### src/rtl/core/pc_score_table_with_replacement_defines.svh
// Assertion macros used by the score table RTL.
// Files that check their own logic include this header; it depends on nothing.
`ifndef PC_SCORE_TABLE_WITH_REPLACEMENT_DEFINES_SVH
`define PC_SCORE_TABLE_WITH_REPLACEMENT_DEFINES_SVH

// Same-cycle implication, sampled on clk_i, off while rst_ni is low.
`define PCST_ASSERT_NOW(label, ante, cons) \
  label: assert property (@(posedge clk_i) disable iff (!rst_ni) (ante) |-> (cons)) \
    else $error("pc score table check failed");

// Next-cycle implication, sampled on clk_i, off while rst_ni is low.
`define PCST_ASSERT_NEXT(label, ante, cons) \
  label: assert property (@(posedge clk_i) disable iff (!rst_ni) (ante) |=> (cons)) \
    else $error("pc score table check failed");

`endif

### src/rtl/core/pcst_score_cmp.sv
// Exact score comparator: forms (matched+1)/tried, or 3/1, and cross-multiplies.
// Products are registered, so lt/gt reflect the inputs of the cycle before.
module pcst_score_cmp #(
  parameter int unsigned COUNT_BITS = 16
) (
  input  logic                  clk_i,
  input  logic [COUNT_BITS-1:0] a_tried_i,
  input  logic [COUNT_BITS-1:0] a_matched_i,
  input  logic [COUNT_BITS:0]   b_num_i,
  input  logic [COUNT_BITS-1:0] b_den_i,
  output logic [COUNT_BITS:0]   a_num_o,
  output logic [COUNT_BITS-1:0] a_den_o,
  output logic                  lt_o,
  output logic                  gt_o
);

  localparam int unsigned PW = 2 * COUNT_BITS + 1;

  logic [PW-1:0] l_q;
  logic [PW-1:0] r_q;

  always_comb begin
    if (a_tried_i == '0) begin
      a_num_o = (COUNT_BITS + 1)'(3);
      a_den_o = COUNT_BITS'(1);
    end else begin
      a_num_o = {1'b0, a_matched_i} + (COUNT_BITS + 1)'(1);
      a_den_o = a_tried_i;
    end
  end

  always_ff @(posedge clk_i) begin
    l_q <= PW'(a_num_o) * PW'(b_den_i);
    r_q <= PW'(b_num_i) * PW'(a_den_o);
  end

  assign lt_o = l_q < r_q;
  assign gt_o = l_q > r_q;

endmodule

### config.mk
export PLATFORM = sky130hd
export DESIGN_NAME = pcst_score_cmp
export DESIGN_NICKNAME = d
export VERILOG_FILES = /design/src/rtl/core/pc_score_table_with_replacement_defines.svh /design/src/rtl/core/pcst_score_cmp.sv
export SDC_FILE = /design/constraint.sdc
export NUM_CORES = 1
export LEC_CHECK = 0
export ABC_AREA = 1
export ABC_CLOCK_PERIOD_IN_PS = 8150
export BUFFER_PORTS_ARGS = -buffer_cell sky130_fd_sc_hd__buf_4
export CORE_ASPECT_RATIO = 1.75
export CORE_MARGIN = 3
export CORE_UTILIZATION = 50
export DETAILED_ROUTE_END_ITERATION = 8
export GPL_TIMING_DRIVEN = 1
export HOLD_SLACK_MARGIN = 0.06
export PLACE_DENSITY = 0.67
export SLEW_MARGIN = 20
export SYNTH_ARGS = -nofsm -noshare
export SYNTH_HDL_FRONTEND = slang
export SYNTH_SLANG_ARGS = --single-unit
### constraint.sdc
create_clock -name clk_i -period 8.15 [get_ports clk_i]
set_input_delay 0 -clock clk_i [delete_from_list [all_inputs] [get_ports clk_i]]
set_output_delay 0 -clock clk_i [all_outputs]
set_load 0.01 [all_outputs]
==> summary.txt, run 1 <==
Cell variety after synth = 40
Stages on worst setup path = 29
Critical path fanouts, max = 24
Predominant post-synthesis flop cell = dfxtp_1
Max-capacitance violation count = 0
CTS root buf = clkbuf_16
Critical path class = in2reg
Core Rows = 100
TritonCTS clock tree = yes
Die Y = 282 um
Final std cells w/o fill = 3502
# setup viols final = 0
Mapped Area = 21800 sq um
Worst hold path type = in2reg
Placed cells = 3486
Post-Route WL = 67900 um
Commonest non-fill, non-tap cell in the layout = inv_1
Worst-Margin Slew = 0.760 ns
Max-slew headroom = 49.2%
Startpoint types = primary input
RSZ-0062 raised after global routing = no
Mean area per synthesized cell = 7.42 sq um
Slowest stage cell, crit path = nand2_2
Total number of vias = 18200
Post-DP HPWL = 59000 um
Synth Warn # = 0
Slew Viols, Final = 0
Congestion Overflow GR = 0
Slowest stage delay, CP = 0.54 ns
Core Area = 42800 sq um
Global-route wire length before repair = 106000 um
Initial antenna violation count = 0
Final period utilization = 85.4%
Die X = 164 um
Worst setup startpoint = a_tried_i[0]
Die footprint = 46200 sq um
Iter 0 DRT Violations = 1058
Inserted Diodes = 0
Commonest cells after routing, fill and taps aside = inv_1 (788), nand2_1 (779), fa_1 (416)
Worst Hold Depth = 4
Syn nets = 3659
Post-synthesis sequential area ratio = 6.07%
Endpoints failing hold = 0
DRC Markers = 0
Worst Path Required = 8.39 ns
Synthesis-to-layout area growth = 5.82%
IO Count = 101
Number of buffers created by CTS = 9
Setup Fix Bufs, Post-CTS = 0
IO Port Bufs = 100
Family with the most delay on the worst path = adder cells
Async S/R FF share, synth = 0%
Status = finished clean
Startpoint of the worst hold path = b_num_i[0]
Fmax = 144 MHz
Clock buffer depth = 2
Post-synth EDFFs = 0
Worst EP arrival = 7.20 ns
Largest net degree at the start of global routing = 25
GR Util All Layers = 30.2%
Post-route ant nets = 0
Post-Synthesis Cells = 2933
Post-CTS sizing = 0
Reg clk slew, reported paths = 0.05 ns
Pre-antenna DRT Iters = 7
Vias in the first global route = 20000
Starting Density = 50.9%
Yosys top cell by area = fa_1
Seq cells post-synth = 66
Final worst path period need = 6.96 ns
Number of fill cells in the layout = 4279
Layout net count = 3664
Layout cells sized above 1 = 5.27%
Via/cell ratio = 5.20
CP endpoint = l_q[22]$_DFF_P_
Most frequent CP cell = nand2_1
Post-DR wirelength/cell = 19.4 um
Leading cell types by total area after synthesis = fa_1 (38%), ha_1 (14%), inv_1 (14%)
Synth top area share = 38.3%
Final Core Density = 53.8%
TNS Setup = 0 ns
CP Capture Type = register
GP Congestion = 1.07
Sink Count = 66
H-tree depth = 3
Worst Path Buf+Inv = 8
## worst min-delay path: stages
cell and delay, ns:
buf_4 0.23, nand2_1 0.08, inv_1 0.06, ha_1 0.12
## Yosys cell counts (all sizes together) (26+ instances only)
cell type	n
inv	799
nand2	782
fa	416
ha	244
nor2	243
clkbuf	75
nand3	72
a21oi	68
dfxtp	66
buf	38
xor2	30
o21ai	26
## sequential cells by signal (all words and copies together), names as in the netlist
name and count:
l_q 33, r_q 33
## routing by layer
metal / track usage [%] / share of wire [%] / vias to the layer above / routed length, um
li1: - / - / 8429 / -
met1: 27.0 / 30 / 8757 / 20100
met2: 58.1 / 55 / 721 / 37300
met3: 3.22 / 4.6 / 301 / 3100
met4: 27.2 / 11 / 0 / 7400
met5: 0 / 0 / - / 0
## layout make-up
class                   count  area [sq um]  share of cell area (%)
clock inverters             3          17.5                  0.0761
multi-input cells        1952         16900                    73.5
clock buffers              11           243                    1.05
well taps                 561           702                    3.05
flip-flops and latches     66          1320                    5.74
repair buffers            107           808                    3.51
inverters                 802          3010                    13.1
## logic make-up (layout without fill, tap and decap cells)
kind of cell / Yosys count / after routing / synth area share [%]
simple gates: 1142 / 1142 / 21.1
compound gates: 113 / 113 / 2.85
buf+inv: 915 / 923 / 16.2
flops: 66 / 66 / 6.07
xor+xnor: 37 / 37 / 1.49
fa+ha+maj: 660 / 660 / 52.3
## stage by stage
stage	hold slack [ns]	setup WS, ns	instance area (sq um)
floorplan	0.152	2.81	21800
global placement	0.342	1.25	22700
detailed placement	0.340	1.20	22700
CTS	0.142	1.23	23000
global route	0.175	0.841	23000
finish	0.162	1.19	23000
## repair_timing
item / CTS / global route
hold buffers: 2 / 0
endpoints found under the setup margin: 0 / 0
hold endpoints to repair: 1 / 0
## worst min path at each step
| stage | end | slack (ns) |
|---|---|---|
| 2_1_floorplan | r_q[0]$_DFF_P_ | 0.15 |
| 3_3_place_gp | a_den_o[6] | 0.34 |
| 3_5_place_dp | r_q[0]$_DFF_P_ | 0.34 |
| 4_1_cts | r_q[1]$_DFF_P_ | 0.14 |
| 5_1_grt | r_q[1]$_DFF_P_ | 0.18 |
| 6_report | r_q[1]$_DFF_P_ | 0.16 |
Power of run 1 is left out: the tool's default activity adds up to more than one toggle a clock period on the data nets, which glitch-free logic cannot reach.
==> run 2: changes to the inputs <==
- CORE_ASPECT_RATIO: 1.75 -> 0.9
==> summary.txt, run 2 (same netlist as run 1, synthesis figures left out) <==
Status = finished clean (unchanged)
TritonCTS clock tree = yes (unchanged)
Starting Density = 51.4% (was 50.9%)
CP endpoint = l_q[31]$_DFF_P_ (was l_q[22]$_DFF_P_)
Sink Count = 66 (unchanged)
Post-DR wirelength/cell = 16.9 um (was 19.4 um)
Endpoints failing hold = 0 (unchanged)
Die footprint = 46100 sq um (was 46200 sq um)
Setup Fix Bufs, Post-CTS = 0 (unchanged)
CTS root buf = clkbuf_16 (unchanged)
Commonest non-fill, non-tap cell in the layout = inv_1 (unchanged)
Via/cell ratio = 5.18 (was 5.20)
Worst EP arrival = 7.32 ns (was 7.20 ns)
Final worst path period need = 7.09 ns (was 6.96 ns)
Initial antenna violation count = 0 (unchanged)
RSZ-0062 raised after global routing = no (unchanged)
Total number of vias = 18100 (was 18200)
Clock buffer depth = 2 (unchanged)
Max-capacitance violation count = 0 (unchanged)
Global-route wire length before repair = 96700 um (was 106000 um)
Post-Route WL = 58800 um (was 67900 um)
Startpoint types = primary input (unchanged)
DRC Markers = 0 (unchanged)
Reg clk slew, reported paths = 0.06 ns (was 0.05 ns)
Die X = 226 um (was 164 um)
Vias in the first global route = 18300 (was 20000)
Slew Viols, Final = 0 (unchanged)
Critical path fanouts, max = 24 (unchanged)
# setup viols final = 0 (unchanged)
Fmax = 141 MHz (was 144 MHz)
Congestion Overflow GR = 0 (unchanged)
Largest net degree at the start of global routing = 25 (unchanged)
Max-slew headroom = 46.7% (was 49.2%)
Synthesis-to-layout area growth = 6.09% (was 5.82%)
Core Rows = 71 (was 100)
Core Area = 42400 sq um (was 42800 sq um)
Layout net count = 3663 (was 3664)
GR Util All Layers = 26.6% (was 30.2%)
CP Capture Type = register (unchanged)
Post-DP HPWL = 50900 um (was 59000 um)
Worst-Margin Slew = 0.799 ns (was 0.760 ns)
Pre-antenna DRT Iters = 7 (unchanged)
Critical path class = in2reg (unchanged)
Layout cells sized above 1 = 5.34% (was 5.27%)
Largest registers = l_q x33, r_q x33 (unchanged)
H-tree depth = 3 (unchanged)
Worst hold path type = in2reg (unchanged)
Commonest cells after routing, fill and taps aside = inv_1 (788), nand2_1 (779), fa_1 (416) (unchanged)
IO Count = 101 (unchanged)
Worst Path Required = 8.38 ns (was 8.39 ns)
Die Y = 204 um (was 282 um)
TNS Setup = 0 ns (unchanged)
Final period utilization = 87.0% (was 85.4%)
Post-route ant nets = 0 (unchanged)
GP Congestion = 1.00 (was 1.07)
Worst setup startpoint = a_tried_i[4] (was a_tried_i[0])
IO Port Bufs = 100 (unchanged)
Iter 0 DRT Violations = 1619 (was 1058)
Number of buffers created by CTS = 9 (unchanged)
## run 2: cell types whose count changed in the layout (fill, tap and decap cells not counted)
cell	previous run	this run
bufinv_16	0	3
clkinv_2	2	0
clkinv_4	0	2
clkbuf_8	1	0
diode_2	0	1
dlygate4sd3_1	2	1
## run 2: worst min path at each step
stage                  start              to  cells past startpoint
6_report        a_tried_i[0]  r_q[0]$_DFF_P_                      3
5_1_grt         a_tried_i[0]  r_q[0]$_DFF_P_                      3
4_1_cts         a_tried_i[0]  r_q[0]$_DFF_P_                      3
3_5_place_dp   a_tried_i[14]     a_den_o[14]                      2
3_3_place_gp   a_tried_i[15]     a_den_o[15]                      2
2_1_floorplan   a_tried_i[0]  r_q[0]$_DFF_P_                      2
## run 2: repair_timing
action,4_1_cts,5_1_grt
hold buffers,1,0
setup endpoints to repair,0,0
endpoints found under the hold margin,1,0
resized for setup,0,0
## run 2: area by class of cell
type	instances	area, sq um
Inverter	802	3010
Timing Repair Buffer	106	798
Clock buffer	10	229
Clock inverter	6	115
Fill cell	4108	19300
Antenna cell	1	2.50
Sequential cell	66	1320
Tap cell	547	684
Multi-Input combinational cell	1952	16900
## run 2: critical path, stage by stage
cell and delay (ns):
buf_4 0.24, nor2_1 0.08, nand2_1 0.08, nor2_1 0.05, nand2_2 0.52, nand3_1 0.71
inv_1 0.56, nand2_1 0.12, fa_1 0.49, inv_1 0.05, fa_1 0.50, inv_1 0.06
fa_1 0.53, inv_1 0.07, fa_1 0.45, fa_1 0.49, inv_1 0.05, fa_1 0.47
inv_1 0.04, ha_1 0.39, nand2_1 0.13, nor2_1 0.42, nand3_1 0.15, nand3b_1 0.34
nand2_1 0.13, nand3_1 0.09, nand2_1 0.07
## run 2: per-stage QoR
stage          worst slack, ns  utilization [%]  area [sq um]  hold slack [ns]  instances
2_1_floorplan             2.81                -         21800            0.152       2933
3_3_place_gp              1.09             53.6         22700            0.343       3472
3_5_place_dp              1.06             53.6         22700            0.346       3472
4_1_cts                   1.40             54.5         23100            0.146       3489
5_1_grt                  0.838             54.5         23100            0.126       3489
6_report                  1.06             54.5         23100            0.140       3490
## run 2: metal layers
layer / vias up / global-route usage, % / share of wire, % / wire length [um]
met5: - / 1.18 / 0.14 / 80
met4: 2 / 3.65 / 1.2 / 687
met3: 68 / 7.07 / 10 / 6080
met2: 756 / 39.1 / 43 / 25300
met1: 8838 / 40.3 / 45 / 26700
li1: 8426 / - / - / -
Power of run 2 is left out for the same reason.
