$ cat config.mk
export PLATFORM = sky130hd
export DESIGN_NAME = pcst_cell
export DESIGN_NICKNAME = d
export VERILOG_FILES = /design/src/rtl/core/pc_score_table_with_replacement_defines.svh /design/src/rtl/core/pcst_pkg.sv /design/src/rtl/core/pcst_cell.sv
export SDC_FILE = /design/constraint.sdc
export NUM_CORES = 1
export LEC_CHECK = 0
export BUFFER_PORTS_ARGS = -buffer_cell sky130_fd_sc_hd__buf_2
export CAP_MARGIN = 40
export CORE_ASPECT_RATIO = 1.2
export CORE_MARGIN = 2
export CORE_UTILIZATION = 40
export DETAILED_ROUTE_END_ITERATION = 10
export PLACE_DENSITY = 0.73
export SYNTH_ARGS = -nofsm -noshare
export SYNTH_HDL_FRONTEND = slang
export SYNTH_SLANG_ARGS = --single-unit
$ cat constraint.sdc
create_clock -name clk_i -period 3.7 [get_ports clk_i]
set_clock_uncertainty 0.2 [all_clocks]
set_input_delay 1.11 -clock clk_i [delete_from_list [all_inputs] [get_ports clk_i]]
set_output_delay 1.11 -clock clk_i [all_outputs]
set_load 0.01 [all_outputs]
$ cat src/rtl/core/pc_score_table_with_replacement_defines.svh
// Assertion macros used by the score table RTL.
// Files that check their own logic include this header; it depends on nothing.
`ifndef PC_SCORE_TABLE_WITH_REPLACEMENT_DEFINES_SVH
`define PC_SCORE_TABLE_WITH_REPLACEMENT_DEFINES_SVH

// Same-cycle implication, sampled on clk_i, off while rst_ni is low.
`define PCST_ASSERT_NOW(label, ante, cons) \
  label: assert property (@(posedge clk_i) disable iff (!rst_ni) (ante) |-> (cons)) \
    else $error("pc score table check failed");

// Next-cycle implication, sampled on clk_i, off while rst_ni is low.
`define PCST_ASSERT_NEXT(label, ante, cons) \
  label: assert property (@(posedge clk_i) disable iff (!rst_ni) (ante) |=> (cons)) \
    else $error("pc score table check failed");

`endif

$ cat src/rtl/core/pcst_pkg.sv
// Shared types and constants of the score table.
// No dependencies; pcst_cell and the top module of the block use it.
package pcst_pkg;

  typedef enum logic [1:0] {
    REQ_ADD     = 2'd0,
    REQ_TRIED   = 2'd1,
    REQ_MATCHED = 2'd2,
    REQ_QUERY   = 2'd3
  } req_e;

  typedef enum logic [2:0] {
    ST_IDLE,
    ST_DECIDE,
    ST_SEARCH_MUL,
    ST_SEARCH_CMP,
    ST_REPLACE,
    ST_EMIT_MUL,
    ST_EMIT_CMP,
    ST_EMPTY
  } state_e;

  localparam int unsigned CFG_INDEX_BITS = 8;
  localparam int unsigned CFG_DATA_BITS  = 8;

  localparam logic [CFG_INDEX_BITS-1:0] CFG_REPLACE_POLICY = 8'd0;
  localparam logic [CFG_INDEX_BITS-1:0] CFG_ENTRIES_IN_USE = 8'd1;

  localparam logic POLICY_LOWEST_SCORE = 1'b0;

  // Write commands for one cell.
  typedef struct packed {
    logic new_entry;
    logic set_time;
    logic inc_tried;
    logic inc_matched;
  } cell_wr_t;

endpackage

$ cat src/rtl/core/pcst_cell.sv
// One table slot: address, timestamp and the two saturating counters.
// Depends on pcst_pkg; takes part in the first-match priority chain.
module pcst_cell #(
  parameter int unsigned PC_BITS    = 48,
  parameter int unsigned TIME_BITS  = 48,
  parameter int unsigned COUNT_BITS = 16
) (
  input  logic                  clk_i,
  input  pcst_pkg::cell_wr_t    wr_i,
  input  logic [PC_BITS-1:0]    wr_pc_i,
  input  logic [TIME_BITS-1:0]  wr_time_i,
  input  logic [PC_BITS-1:0]    lookup_pc_i,
  input  logic                  in_use_i,
  input  logic                  prior_hit_i,
  output logic                  prior_hit_o,
  output logic                  match_o,
  output logic [PC_BITS-1:0]    pc_o,
  output logic [TIME_BITS-1:0]  time_o,
  output logic [COUNT_BITS-1:0] tried_o,
  output logic [COUNT_BITS-1:0] matched_o
);

  logic [PC_BITS-1:0]    pc_q;
  logic [TIME_BITS-1:0]  time_q;
  logic [COUNT_BITS-1:0] tried_q;
  logic [COUNT_BITS-1:0] matched_q;
  logic                  same;

  assign same        = in_use_i && (pc_q == lookup_pc_i);
  assign match_o     = same && !prior_hit_i;
  assign prior_hit_o = prior_hit_i || same;

  always_ff @(posedge clk_i) begin
    if (wr_i.new_entry) begin
      pc_q      <= wr_pc_i;
      time_q    <= wr_time_i;
      tried_q   <= '0;
      matched_q <= '0;
    end else begin
      if (wr_i.set_time) begin
        time_q <= wr_time_i;
      end
      if (wr_i.inc_tried && (tried_q != '1)) begin
        tried_q <= tried_q + COUNT_BITS'(1);
      end
      if (wr_i.inc_matched && (matched_q != '1)) begin
        matched_q <= matched_q + COUNT_BITS'(1);
      end
    end
  end

  assign pc_o      = pc_q;
  assign time_o    = time_q;
  assign tried_o   = tried_q;
  assign matched_o = matched_q;

endmodule

==> flow_metrics.py, run 1 <==
metrics = {
    "status": {
        "status": "finished with violations",
        "violations": "setup timing",
    },
    "final_layout": {
        "nFillCells": 1009,
        "fin_cells": 822,
        "syn_to_final_growth_pct": 46.37,
        "final_util": 0.6035,
        "multi_input_area_sq_um": 1470,
        "drive_above_1_share": 0.5076,
        "register_area_sq_um": 3523,
        "nets": 800,
    },
    "timing": {
        "report.final.slew_viol_count": 0,
        "fin_crit_ps": 3770,
        "relSlewSlack": 0.6317,
        "fin_tns_setup_ps": -140.3,
        "max_freq_ghz": 0.2652,
        "setup_slack_ps": -70.22,
        "rsz0062_at_grt": "true",
        "post-route-period-util": 1.019,
        "fin_hold_ws_ps": 294.5,
        "finalHoldViolCount": 0,
        "setup_violations": 2,
        "tightest_slew_ps": 547.4,
    },
    "synth": {
        "synthArstFlopShare": 0,
        "synth_top_family_by_area": "simple AND/OR/NAND/NOR gates",
        "synth-xor-area-share": 0.1083,
        "ys_ff_latch": 128,
        "avgSynthCellArea_sq_um": 14.37,
        "netlist_area_sq_um": 5016,
        "synthFlopType": "edfxtp_1",
        "synth-simple-area-share": 0.1295,
        "yosysWarnings": 0,
        "synth_adder_area_share": 0.004989,
        "muxShareOfSynthArea": 0.003991,
        "ys_seq_area_frac": 0.7024,
        "synth-edff-count": 96,
        "synth-compound-area-share": 0.03692,
        "synth.distinct_cells": 42,
        "syn-num-nets": 502,
        "synthCells": 349,
    },
    "critical_path": {
        "r2r-end": "tried_o[1]$_SDFFE_PP0P_",
        "r2r_start": "tried_o[0]$_SDFFE_PP0P_",
        "crit_path_start_kind": "input port",
        "cp-end-kind": "output port",
        "cp_max_fo": 2,
        "critPathRequiredTime_ps": 2390,
        "r2r_cells": 6,
        "arrival_ps": 2460,
        "reg2reg_slack_ps": 1520,
        "critPathKind": "input port to output port",
    },
    "routing": {
        "via_per_inst": 4.870,
        "wl_um": 14320,
        "routedWlPerCell_um": 17.42,
        "first_pass_iters": 4,
        "drtIter0Drc": 221,
        "dr_total_vias": 4003,
        "ant_nets": 0,
        "route.detailed.drc": 0,
    },
    "floorplanning": {
        "ios": 281,
        "fp.dieArea_sq_um": 13460,
        "die_x_um": 106.2,
        "initial_core_util": 0.4123,
        "rows": 44,
        "core_sq_um": 12170,
        "die_h_um": 126.7,
    },
    "clock_tree": {
        "clockRootBuffer": "clkbuf_16",
        "cts_tree": "yes",
        "clk_latency_ps": 410,
        "cts_num_sinks": 128,
        "cts_buffers": 17,
        "cts_hold_buf": 0,
        "cts.clk_slew.worst_paths_ps": 50,
        "clk_path_buf_depth": 2,
        "cts_max_level": 4,
    },
    "placement": {
        "place_worst_setup_slack_ps": -76.94,
        "place.gp.congestion": 0.8660,
        "port_buffers": 280,
        "dp_cells": 789,
        "dpl.hpwl_um": 11070,
    },
    "worst_hold_path": {
        "hp-start": "matched_o[7]$_SDFFE_PP0P_",
        "holdPathStages": 1,
        "hp-class": "register to register",
        "min_to": "matched_o[7]$_SDFFE_PP0P_",
    },
    "global_routing": {
        "first_global_vias": 3924,
        "antenna_found_initial": 1,
        "grt_pass1_wl_um": 20490,
        "grt_overflow": 0,
        "grt.total_usage": 0.2035,
        "grt_max_degree": 77,
    },
    "power_and_ir_drop": {
        "p_leak_uw": 0.003152,
        "peakVddDrop_v": 0.0002700,
        "p_per_area_nw_per_um2": 509.0,
    },
    "flow_run": {
        "cap_violations": 0,
    },
}
-- stage by stage --
| step | power (uW) | area [sq um] |
|---|---|---|
| 6_report | 3737 | 7342 |
| 5_1_grt | 3866 | 7342 |
| 2_1_floorplan | 1860 | 5016 |
| 3_5_place_dp | 2087 | 6644 |
| 3_3_place_gp | 2069 | 6616 |
| 4_1_cts | 3771 | 7295 |
-- per-layer routing --
| metal | vias up | part of all wire | GRT usage |
|---|---|---|---|
| met5 | - | 0 | 0 |
| met1 | 1896 | 0.36 | 0.2211 |
| met3 | 25 | 0.072 | 0.05858 |
| met2 | 192 | 0.54 | 0.3684 |
| li1 | 1890 | - | - |
| met4 | 0 | 0.022 | 0.08514 |
-- report_power, final --
| group | switching (uW) | total (uW) | leakage (uW) | internal [uW] |
|---|---|---|---|---|
| combinational | 181 | 360 | 0.00164 | 178 |
| clock | 653 | 1670 | 0.000291 | 1020 |
| sequential | 53.9 | 1710 | 0.00122 | 1650 |
| total | 889 | 3740 | 0.00315 | 2850 |
-- state kept, by name, indices dropped and copies added (netlist names) --
register and count:
matched_o 16, time_o 48, tried_o 16, pc_o 48
-- cell type report --
type / count / area share
clock inverters: 14 / 0.02301
inverters: 12 / 0.006135
flip-flops and latches: 128 / 0.4799
clock buffers: 18 / 0.05845
multi-input cells: 204 / 0.2002
repair buffers: 284 / 0.2045
diodes: 1 / 0.0003408
well taps: 161 / 0.02744
-- critical path, stage by stage --
cell,delay (ps)
buf_6,90
xnor2_1,120
nand4_1,160
nor4_2,320
buf_4,160
nand4_1,180
o21bai_1,180
buf_2,150
-- cell usage after synthesis (6+ instances only) --
library cell / n / area share
edfxtp_1: 96 / 0.57
xnor2_1: 45 / 0.079
dfxtp_1: 32 / 0.13
nor2_1: 32 / 0.024
xor2_1: 17 / 0.030
nand4_1: 14 / 0.017
inv_1: 12 / 0.0090
nor3_1: 12 / 0.012
nand3_1: 11 / 0.011
nand2_1: 10 / 0.0075
a21oi_1: 6 / 0.0060
nor4_1: 6 / 0.0075
-- timing repair --
action	in CTS	in global routing
gates resized for setup	8	7
setup endpoints to repair	2	2
pin swaps	9	7
setup buffers	0	0
hold endpoints to repair	0	0
-- worst max-delay path by stage --
| stage | from | end | cells past startpoint | slack, ps |
|---|---|---|---|---|
| floorplan | lookup_pc_i[13] | match_o | 5 | 220 |
| global placement | lookup_pc_i[9] | match_o | 8 | -80 |
| detailed placement | lookup_pc_i[9] | match_o | 8 | -80 |
| CTS | lookup_pc_i[18] | prior_hit_o | 8 | 4 |
| global route | lookup_pc_i[46] | prior_hit_o | 8 | -160 |
| finish | lookup_pc_i[34] | prior_hit_o | 8 | -70 |
-- cells in the final DEF, fill, tap and decap left out, types with 3 or more instances in the layout --
cell type and count:
and3_1 4, xnor2_1 41, nand3_1 11, nor3_1 11, nor2_1 32, xor2_1 17
nand2_1 10, a211oi_1 4, nor4b_1 3, a31oi_1 4, clkbuf_16 17, nor4_2 4
edfxtp_1 96, buf_2 272, nor4_1 4, dfxtp_1 32, inv_6 7, buf_4 3
a21oi_1 6, o21ai_0 3, xnor2_2 4, nor2b_1 3, buf_6 8, inv_1 12
nand4_1 14
-- logic make-up after synthesis --
family,after synthesis
AO/OA/AOI/OAI,27
adder cells (fa/ha/maj),2
buffers and inverters,17
AND/OR/NAND/NOR,111
flip-flops,128
multiplexers,2
XOR/XNOR,62
Power figures use the tool's default switching activity.
==> inputs of run 2 (changes only) <==
--- a/config.mk
+++ b/config.mk
@@ -6,12 +6,13 @@
 export NUM_CORES = 1
 export LEC_CHECK = 0
 export BUFFER_PORTS_ARGS = -buffer_cell sky130_fd_sc_hd__buf_2
-export CAP_MARGIN = 40
+export CAP_MARGIN = 15
 export CORE_ASPECT_RATIO = 1.2
 export CORE_MARGIN = 2
 export CORE_UTILIZATION = 40
 export DETAILED_ROUTE_END_ITERATION = 10
 export PLACE_DENSITY = 0.73
+export RECOVER_POWER = 25
 export SYNTH_ARGS = -nofsm -noshare
 export SYNTH_HDL_FRONTEND = slang
 export SYNTH_SLANG_ARGS = --single-unit
==> run 2 against run 1 <==
The run now ends clean. First-iteration DRC count fell by 10%. Combinational power decreased by 1%. Count of clock-buffer cells in the layout down 1. Routed wire length grew 0.38%. Critical endpoint unchanged. Sequential share of layout area grew 0.25 points. Non-clock buffer count decreased by 1. Register-to-register slack is essentially flat. Sequential cell count did not move.
==> flow_metrics.py, run 2 (synthesis gave the netlist of run 1 again) <==
metrics = {
    "status": {
        "status": "finished, final reports clean",
    },
    "clock_tree": {
        "cts_buffers": 17,
        "clockRootBuffer": "clkbuf_16",
        "clk_path_buf_depth": 2,
        "cts_num_sinks": 128,
        "cts.clk_slew.worst_paths_ps": 60,
        "cts_tree": "yes",
        "cts_max_level": 4,
        "clk_latency_ps": 400,
        "postCtsSetupBuffers": 0,
    },
    "timing": {
        "setup_violations": 0,
        "tightest_slew_ps": 951.0,
        "rsz0062_at_grt": "true",
        "fin_crit_ps": 3698,
        "report.final.slew_viol_count": 0,
        "finalHoldViolCount": 0,
        "max_freq_ghz": 0.2704,
        "setup_slack_ps": 1.976,
        "relSlewSlack": 0.3660,
        "fin_tns_setup_ps": 0,
        "post-route-period-util": 0.9995,
    },
    "floorplanning": {
        "die_x_um": 106.2,
        "ios": 281,
        "initial_core_util": 0.4123,
        "rows": 44,
        "fp.dieArea_sq_um": 13460,
        "core_sq_um": 12170,
        "die_h_um": 126.7,
    },
    "critical_path": {
        "arrival_ps": 2390,
        "cpPeakStageDelay_ps": 300,
        "cp_max_fo": 2,
        "reg2reg_slack_ps": 1510,
        "critPathRequiredTime_ps": 2390,
        "cp_common_cell": "nand4_1",
        "cp-end-kind": "output port",
        "cp_slowest_cell": "nor4_2",
        "critPathKind": "input port to output port",
        "crit_path_start_kind": "input port",
        "critPathTopFamily": "simple AND/OR/NAND/NOR gates",
        "crit_chain": "buf_6 > xnor2_2 > nand4_1 > nor4_2 > buf_4 > nand4_1 > o21bai_1 > buf_2",
        "crit_buf_inv": 3,
    },
    "worst_hold_path": {
        "hp-class": "register to register",
    },
    "routing": {
        "routedWlPerCell_um": 17.50,
        "dr_total_vias": 3994,
        "via_per_inst": 4.865,
        "first_pass_iters": 4,
        "ant_nets": 0,
        "drtIter0Drc": 198,
        "route.detailed.drc": 0,
        "wl_um": 14370,
    },
    "placement": {
        "place.gp.congestion": 0.8660,
        "place_worst_setup_slack_ps": -85.69,
        "dpl.hpwl_um": 10990,
        "port_buffers": 280,
    },
    "flow_run": {
        "cap_violations": 0,
    },
    "final_layout": {
        "layout_common_cells": "buf_2, edfxtp_1, xnor2_1",
        "nets": 799,
        "drive_above_1_share": 0.5083,
        "syn_to_final_growth_pct": 45.62,
        "final_common_cell": "buf_2",
    },
    "power_and_ir_drop": {
        "finalPower_uw": 3730,
        "swShare": 0.2382,
        "peakVddDrop_v": 0.0003171,
        "clock_power_share": 0.446,
        "p_per_area_nw_per_um2": 510.7,
        "p_leak_uw": 0.003143,
        "p_seq_frac": 0.458,
        "switchingPower_uw": 888.4,
        "p_comb_frac": 0.096,
        "power.internal_uw": 2842,
    },
    "global_routing": {
        "grt_pass1_wl_um": 20190,
        "grt_max_degree": 81,
        "antenna_found_initial": 1,
        "first_global_vias": 3853,
        "grt.total_usage": 0.2007,
        "grt_overflow": 0,
    },
}
[run 2: final cells by class]
class	count	area, sq um
sequential	128	3523
clock inverter	15	170.2
fill	995	4862
antenna	1	2.502
inverter	12	45.04
tap	161	201.4
clock buffer	17	425.4
timing repair buffer	283	1448
multi-input combinational	204	1489
[run 2: final timing paths]
kind                            cells past startpoint                       from                        end
worst min-delay path                                1  matched_o[7]$_SDFFE_PP0P_  matched_o[7]$_SDFFE_PP0P_
worst min register to register                      1  matched_o[7]$_SDFFE_PP0P_  matched_o[7]$_SDFFE_PP0P_
worst max register to register                      6    tried_o[0]$_SDFFE_PP0P_    tried_o[1]$_SDFFE_PP0P_
worst max-delay path                                8            lookup_pc_i[24]                prior_hit_o
[run 2: worst register-to-register path, cell delays in order (launching register included)]
cell and delay [ps]:
dfxtp_1 470, ha_1 300, nand3_1 180, nor4_4 390, a31o_2 260, mux2i_1 190
nor2_1 50
[run 2: power groups by stage]
stage | Combinational [uW] | Clock [uW] | Sequential [uW]
finish | 356 | 1660 | 1710
global route | 382 | 1760 | 1720
CTS | 355 | 1700 | 1710
detailed placement | 347 | 0 | 1740
global placement | 339 | 0 | 1730
floorplan | 82.1 | 0 | 1780
[run 2: timing repair]
action | 4_1_cts | 5_1_grt
gates resized for setup | 8 | 5
hold buffers | 0 | 0
pin swaps | 12 | 2
endpoints found under the setup margin | 2 | 2
[run 2: per-layer routing]
metal / wire, um / up-vias / share of wire / track usage
met5: 0 / - / 0 / 0
li1: - / 1887 / - / -
met4: 370 / 0 / 0.026 / 0.07740
met3: 971 / 28 / 0.068 / 0.05910
met1: 5301 / 1900 / 0.37 / 0.2172
met2: 7728 / 179 / 0.54 / 0.3665
[run 2: per-stage QoR]
stage,cell area [sq um],hold WS (ps),cells,utilization
2_1_floorplan,5016,292.7,349,-
3_3_place_gp,6616,262.0,788,0.5438
3_5_place_dp,6616,280.1,788,0.5438
4_1_cts,7266,294.2,820,0.5972
5_1_grt,7305,336.3,821,0.6004
6_report,7305,297.4,821,0.6004
